## config.mk

```make
export PLATFORM = sky130hd
export DESIGN_NAME = lfgd_ctrl
export DESIGN_NICKNAME = d
export VERILOG_FILES = /design/src/rtl/core/lfgd_pkg.sv /design/src/rtl/core/lfgd_ctrl.sv
export SDC_FILE = /design/constraint.sdc
export NUM_CORES = 1
export LEC_CHECK = 0
export ABC_AREA = 0
export ABC_CLOCK_PERIOD_IN_PS = 3500
export BUFFER_PORTS_ARGS = -buffer_cell sky130_fd_sc_hd__buf_2
export CAP_MARGIN = 25
export CORE_MARGIN = 2
export CORE_UTILIZATION = 55
export DETAILED_ROUTE_END_ITERATION = 16
export PLACE_DENSITY = 0.84
export SYNTH_ARGS = -nofsm -noshare
export SYNTH_HDL_FRONTEND = slang
export SYNTH_SLANG_ARGS = --single-unit
export TNS_END_PERCENT = 100
```

## constraint.sdc

```tcl
create_clock -name clk_i -period 3.5 [get_ports clk_i]
set_clock_uncertainty 0.05 [all_clocks]
set_input_delay 0.35 -clock clk_i [delete_from_list [all_inputs] [get_ports clk_i]]
set_output_delay 0.35 -clock clk_i [all_outputs]
set_load 0.05 [all_outputs]
```

## src/rtl/core/lfgd_pkg.sv

```systemverilog
`default_nettype none

package lfgd_pkg;

  localparam int unsigned PADDR_W = 5;
  localparam logic [63:0] LOSS_MAX = 64'h7FFF_FFFF_FFFF_FFFF;

  // register reset values
  localparam logic [16:0] RST_LEARNING_RATE       = 17'd6554;
  localparam logic [16:0] RST_STOP_TOLERANCE      = 17'd7;
  localparam logic [16:0] RST_SLOPE_DIFF_STEP     = 17'd655;
  localparam logic [16:0] RST_INTERCEPT_DIFF_STEP = 17'd655;
  localparam logic [31:0] RST_START_SLOPE         = 32'd137626;
  localparam logic [31:0] RST_START_INTERCEPT     = 32'hFFFF_3333;
  localparam logic [15:0] RST_ITERATION_LIMIT     = 16'd1000;

  typedef enum logic [2:0] {
    REG_LEARNING_RATE       = 3'd0,
    REG_STOP_TOLERANCE      = 3'd1,
    REG_SLOPE_DIFF_STEP     = 3'd2,
    REG_INTERCEPT_DIFF_STEP = 3'd3,
    REG_START_SLOPE         = 3'd4,
    REG_START_INTERCEPT     = 3'd5,
    REG_ITERATION_LIMIT     = 3'd6
  } reg_idx_e;

  typedef struct packed {
    logic signed [31:0] point_x;
    logic signed [31:0] point_y;
    logic               last_point;
  } point_t;

  typedef struct packed {
    logic signed [31:0] fit_slope;
    logic signed [31:0] fit_intercept;
    logic [15:0]        iterations_used;
    logic               converged;
    logic               loss_overflow;
  } result_t;

  typedef struct packed {
    logic [16:0]        learning_rate;
    logic [16:0]        stop_tolerance;
    logic [16:0]        slope_diff_step;
    logic [16:0]        intercept_diff_step;
    logic signed [31:0] start_slope;
    logic signed [31:0] start_intercept;
    logic [15:0]        iteration_limit;
  } cfg_t;

  typedef enum logic [4:0] {
    ST_IDLE, ST_INIT, ST_ITER, ST_DEN, ST_DEN2, ST_RD, ST_MULAX, ST_RES,
    ST_SQ1, ST_SQ2, ST_SQ3, ST_SQ4, ST_DIVL, ST_DIVLW, ST_ACC, ST_LDONE,
    ST_GDIV, ST_GDIVW, ST_GSAT, ST_GMUL, ST_GUPD,
    ST_CV1, ST_CV2, ST_CV3, ST_CV4, ST_EMIT
  } state_e;

  typedef enum logic [4:0] {
    OP_NONE, OP_INIT, OP_ITER, OP_DEN, OP_DEN2, OP_MULAX, OP_RES,
    OP_SQ1, OP_SQ2, OP_SQ3, OP_SQ4, OP_DIVL, OP_ACC, OP_LDONE,
    OP_GDIV, OP_GSAT, OP_GMUL, OP_GUPD,
    OP_CV1, OP_CV2, OP_CV3, OP_CV4, OP_EMIT
  } op_e;

  typedef enum logic [1:0] {
    LOSS_HERE  = 2'd0,
    LOSS_SLOPE = 2'd1,
    LOSS_ICPT  = 2'd2
  } loss_sel_e;

  typedef struct packed {
    op_e       op;
    loss_sel_e lsel;
    logic      gsel;   // 0: slope, 1: intercept
  } cmd_t;

  typedef struct packed {
    logic count_zero;
    logic idx_last;
    logic div_done;
    logic fit_stop;
    logic out_free;
  } status_t;

  function automatic logic signed [31:0] sat32(input logic signed [67:0] v);
    logic signed [67:0] hi;
    logic signed [67:0] lo;
    hi = 68'sd2147483647;
    lo = -68'sd2147483648;
    if (v > hi) begin
      return 32'sh7FFF_FFFF;
    end else if (v < lo) begin
      return 32'sh8000_0000;
    end
    return v[31:0];
  endfunction

endpackage

`default_nettype wire

```

## src/rtl/core/lfgd_ctrl.sv

```systemverilog
`default_nettype none

module lfgd_ctrl (
  input  logic              clk_i,
  input  logic              rst_ni,
  input  logic              in_valid_i,
  input  logic              in_last_i,
  input  lfgd_pkg::status_t status_i,
  output logic              in_ready_o,
  output lfgd_pkg::cmd_t    cmd_o
);
  import lfgd_pkg::*;

  state_e    state_q, state_d;
  loss_sel_e lsel_q;
  logic      gsel_q;

  always_ff @(posedge clk_i or negedge rst_ni) begin
    if (!rst_ni) begin
      state_q <= ST_IDLE;
      lsel_q  <= LOSS_HERE;
      gsel_q  <= 1'b0;
    end else begin
      state_q <= state_d;
      case (state_q)
        ST_ITER: begin
          lsel_q <= LOSS_HERE;
          gsel_q <= 1'b0;
        end
        ST_LDONE: begin
          case (lsel_q)
            LOSS_HERE:  lsel_q <= LOSS_SLOPE;
            LOSS_SLOPE: lsel_q <= LOSS_ICPT;
            default:    lsel_q <= LOSS_HERE;
          endcase
        end
        ST_GUPD: gsel_q <= 1'b1;
        default: ;
      endcase
    end
  end

  always_comb begin
    state_d = state_q;
    case (state_q)
      ST_IDLE:   if (in_valid_i && in_last_i) state_d = ST_INIT;
      ST_INIT:   state_d = ST_ITER;
      ST_ITER:   state_d = ST_DEN;
      ST_DEN:    state_d = ST_DEN2;
      ST_DEN2:   state_d = status_i.count_zero ? ST_LDONE : ST_RD;
      ST_RD:     state_d = ST_MULAX;
      ST_MULAX:  state_d = ST_RES;
      ST_RES:    state_d = ST_SQ1;
      ST_SQ1:    state_d = ST_SQ2;
      ST_SQ2:    state_d = ST_SQ3;
      ST_SQ3:    state_d = ST_SQ4;
      ST_SQ4:    state_d = ST_DIVL;
      ST_DIVL:   state_d = ST_DIVLW;
      ST_DIVLW:  if (status_i.div_done) state_d = ST_ACC;
      ST_ACC:    state_d = status_i.idx_last ? ST_LDONE : ST_RD;
      ST_LDONE:  state_d = (lsel_q == LOSS_ICPT) ? ST_GDIV : ST_DEN;
      ST_GDIV:   state_d = ST_GDIVW;
      ST_GDIVW:  if (status_i.div_done) state_d = ST_GSAT;
      ST_GSAT:   state_d = ST_GMUL;
      ST_GMUL:   state_d = ST_GUPD;
      ST_GUPD:   state_d = gsel_q ? ST_CV1 : ST_GDIV;
      ST_CV1:    state_d = ST_CV2;
      ST_CV2:    state_d = ST_CV3;
      ST_CV3:    state_d = ST_CV4;
      ST_CV4:    state_d = status_i.fit_stop ? ST_EMIT : ST_ITER;
      ST_EMIT:   if (status_i.out_free) state_d = ST_IDLE;
      default:   state_d = ST_IDLE;
    endcase
  end

  always_comb begin
    cmd_o.lsel = lsel_q;
    cmd_o.gsel = gsel_q;
    in_ready_o = (state_q == ST_IDLE);
    case (state_q)
      ST_INIT:  cmd_o.op = OP_INIT;
      ST_ITER:  cmd_o.op = OP_ITER;
      ST_DEN:   cmd_o.op = OP_DEN;
      ST_DEN2:  cmd_o.op = OP_DEN2;
      ST_MULAX: cmd_o.op = OP_MULAX;
      ST_RES:   cmd_o.op = OP_RES;
      ST_SQ1:   cmd_o.op = OP_SQ1;
      ST_SQ2:   cmd_o.op = OP_SQ2;
      ST_SQ3:   cmd_o.op = OP_SQ3;
      ST_SQ4:   cmd_o.op = OP_SQ4;
      ST_DIVL:  cmd_o.op = OP_DIVL;
      ST_ACC:   cmd_o.op = OP_ACC;
      ST_LDONE: cmd_o.op = OP_LDONE;
      ST_GDIV:  cmd_o.op = OP_GDIV;
      ST_GSAT:  cmd_o.op = OP_GSAT;
      ST_GMUL:  cmd_o.op = OP_GMUL;
      ST_GUPD:  cmd_o.op = OP_GUPD;
      ST_CV1:   cmd_o.op = OP_CV1;
      ST_CV2:   cmd_o.op = OP_CV2;
      ST_CV3:   cmd_o.op = OP_CV3;
      ST_CV4:   cmd_o.op = OP_CV4;
      ST_EMIT:  cmd_o.op = status_i.out_free ? OP_EMIT : OP_NONE;
      default:  cmd_o.op = OP_NONE;
    endcase
  end

endmodule

`default_nettype wire

```

**Yosys cells after proc, flatten, opt, wreduce, memory -nomap -nowiden**

Cells that the tools add are included.

- Output and inout port bits: 9
- Word-level logic and storage cells: 55
- Bits of input ports: 9
- Register bits: 8

- Mux-type cells: 15
- Reduce and logical (&&, ||, !) cells: 6
- Eq/ne operators: 31

Operator list:

| kind | count |
|---|---|
| $pmux 5 s26 | 1 |
| $pmux 5 s22 | 1 |
| $eq 5x5->1 const B | 10 |
| $eq 5x4->1 const B | 8 |
| $mux 5 | 7 |
| $eq 5x3->1 const B | 4 |
| $eq 5x2->1 const B | 2 |
| $mux 4 | 2 |
| $pmux 2 s2 | 2 |
| $ne 2x2->1 const B | 3 |
| $eq 5x1->1 const B | 1 |
| $logic_not 5->1 | 1 |
| $reduce_and 4->1 | 1 |
| $reduce_bool 2->1 | 2 |
| $mux 3 | 1 |
| $eq 2x1->1 const B | 1 |
| $eq 2x2->1 const B | 1 |
| $logic_not 2->1 | 1 |
| $ne 2x1->1 const B | 1 |
| $pmux 1 s2 | 1 |
| $logic_and 1x1->1 | 1 |

**Longest topological paths before layout**

- Depth after elaboration: 3
- Mapped depth: 7
- Gate-level depth less buffers: 5

**Worst setup path before layout**

No wires, ideal clock.

- Path type: register to output
- Start point: reg state_q[4]
- End point: out cmd_o[4] (netlist bit)
- Path buffers: 2
- Path slack: 1.027 ns
- Stages on the path, launching flop included: 6
- Required time: 3.100 ns
- Arrival: 2.073 ns
- Cells stage by stage: dfrtp_1 buf_2 buf_2 nand2_1 o22a_1 o21ai_0

RTL lines:

| element | RTL line | source |
|---|---|---|
| from (decl) | lfgd_ctrl.sv:14 | `state_e state_q, state_d;` |
| from (signal assigned) | lfgd_ctrl.sv:24 | `state_q <= state_d;` |
| to (decl) | lfgd_ctrl.sv:10 | `output lfgd_pkg::cmd_t cmd_o` |

==> metrics <==
slowest CP cell dfrtp_1; drt initial violations 53; post_cts resized 0; H-Tree Depth 1; largest net degree at the start of global routing 31; Initial DRT Pass Iterations 4; setup_tns 0 ns; DP Cell Count 142; prevailing post-synth register cell dfrtp_1; Mapped Nets 131; grt met2 use 37.9%; global-route wire length before repair 3670 µm; reg2reg setup slack 1.32 ns; RSZ-0062 raised after global routing false; Starting Density 58.9%; layout cells sized above 1 20.0%; maximum clock path buffer count 2; RR Endpoint state_q[1]$_DFFE_PN0P_; Post-Syn Instances 122; CP Capture Type primary output; CTS clk-pin slew, worst paths 0.06 ns; Multi-input gate area 609 µm²; Tmin final 2.49 ns; DRT Wirelength 2170 µm; post-synth top area cell dfrtp_1; status completed; number of max-cap violations 0; critical path arrival 2.09 ns; Synth Register Bits 8; Synth Cell Area 887 µm²; Layout Cells excl Fill 146; postcts setup bufs 0; top cells by area, synth dfrtp_1, a21oi_1, o21ai_0; Seq. cell area 200 µm²; CTS tree built; crit-path max FO 26; worst skew pair latency 0.26 ns; ANT cells 0; Synth Area in Adders 0%; initial antenna violation count 0; Hold Path Class in -> async; Vias per Instance 6.66; DRC Markers 0; vias in the first global route 765; Seq/Total Area, Yosys 22.6%; Syn Area/Cell 7.27 µm²; Setup CP Type reg -> out; post-synth cell types 43; worst r2r path cells 5; Final ANT Viol Nets 0; # hold bufs at CTS 1; Slew @ Worst Pin 0.799 ns; Core Box Area 1510 µm²; mux contribution to synthesized area 0%; die width 44.2 µm; Crit path largest cell delay 0.82 ns; Synth Area in Compound Gates 37.1%; busiest grt layer met2; PortBufs 17; Final Setup Violations 0; routability cong. 0.894; Post-synth EDFFs 0; worst flop-to-flop path startpoint state_q[4]$_DFFE_PN0P_; nets@finish 141; largest family of logic cells by synthesized area compound AO/OA/AOI/OAI gates; GRT Total Usage 24.7%; cts bufs inserted 3; critical path, cell by cell and2b_2 > a21oi_1 > o22a_1 > o21ai_0 > buf_2; final worst-path cycle share 71.2%; ys async rst share 100%; via count 973; relative slew slack 46.7%; worst endpoint required time 3.10 ns; CTS root buffer clkbuf_4; post-synth top area share 22.6%; die area 1950 µm²; GRT met3 Usage 4.90%; post-detail-place hpwl 1470 µm; post-synthesis xor/xnor area fraction 0.987%; GRT overflow 0; Clock Sinks 8; GR Util met1 37.6%; count of pins over their slew limit 0; Area Overhead vs Synth 8.04%; FP Rows 14; final hold violations 0; # fillers 135; die height 44.2 µm; Simple-Gate Fraction of Synth Area 30.6%; Ports 18; startpoint types flop; fmax 0.401 GHz; synth warn 0; drt wl/cell 14.9 µm
==> sequential cells by signal, indices dropped and copies added, names as in the netlist <==
name	cells
gsel_q	1
lsel_q	2
state_q	5
==> cell families after synthesis <==
kind of cell | Yosys count
AOI/OAI and AO/OA | 49
and+or+nand+nor | 48
buffers and inverters | 16
DFF | 8
xor gates and xnor gates | 1
==> per-layer routing <==
metal	wire, µm	vias to the layer above
met5	0	-
met1	968	454
li1	-	474
met4	0	0
met2	1020	45
met3	182	0
==> how the worst max path moves through the flow <==
stage	startpoint	to	slack (ns)	cells after the start
6_report	state_q[3]$_DFFE_PN0P_	cmd_o[4]	1.01	5
3_5_place_dp	state_q[3]$_DFFE_PN0P_	cmd_o[4]	1.33	5
3_3_place_gp	state_q[3]$_DFFE_PN0P_	cmd_o[4]	1.37	5
4_1_cts	state_q[3]$_DFFE_PN0P_	cmd_o[4]	1.04	5
5_1_grt	state_q[3]$_DFFE_PN0P_	cmd_o[7]	0.85	5
2_1_floorplan	state_q[4]$_DFFE_PN0P_	cmd_o[4]	1.03	5
==> cell type report <==
class	instances	area share (%)
Timing Repair Buffer	18	9.92
Tap cell	16	2.09
Inverter	3	1.17
Clock buffer	3	2.35
Sequential cell	8	20.9
Multi-Input combinational cell	98	63.6
==> synthesized netlist by cell type, drive strengths merged, types with 3 or more instances <==
master,n
nor2b,3
buf,11
o21ai,11
nand2b,8
nand3,3
inv,3
o22ai,5
nor2,9
a21oi,11
dfrtp,8
nor3b,3
nand2,9
o211ai,3
==> cell usage in the layout, fill, tap and decap left out, types with 2 or more instances in the layout <==
| cell type | count |
|---|---|
| or2_2 | 2 |
| clkbuf_4 | 3 |
| a32oi_1 | 2 |
| nor2_1 | 9 |
| a21o_1 | 2 |
| nand2_1 | 9 |
| nor2b_1 | 3 |
| o211ai_1 | 3 |
| o21ai_0 | 11 |
| nor3b_1 | 3 |
| nand3_1 | 3 |
| a21oi_1 | 11 |
| buf_2 | 17 |
| inv_1 | 3 |
| o22ai_1 | 5 |
| nand4_1 | 2 |
| and2_1 | 2 |
| nand2b_1 | 8 |
| dfrtp_1 | 8 |
| a21boi_0 | 2 |
==> through the flow <==
stage,setup WS (ns),area [µm²],utilization [%],hold WS (ns)
after global placement,1.37,926,61.5,0.141
final,1.01,958,63.6,0.413
after detailed placement,1.33,926,61.5,0.147
after global routing,0.847,958,63.6,0.425
after CTS,1.04,958,63.6,0.419
after floorplan,1.03,887,-,0.00441
==> worst max-delay path, delay by kind of cell (launching register included) <==
family,cells,cell delay (ns)
flip-flops,1,0.82
AO/OA/AOI/OAI,3,0.37
AND/OR/NAND/NOR,1,0.34
buffers and inverters,1,0.29
Power is left out: the tool's default activity adds up to more than one toggle a clock period on the data nets, which glitch-free logic cannot reach.
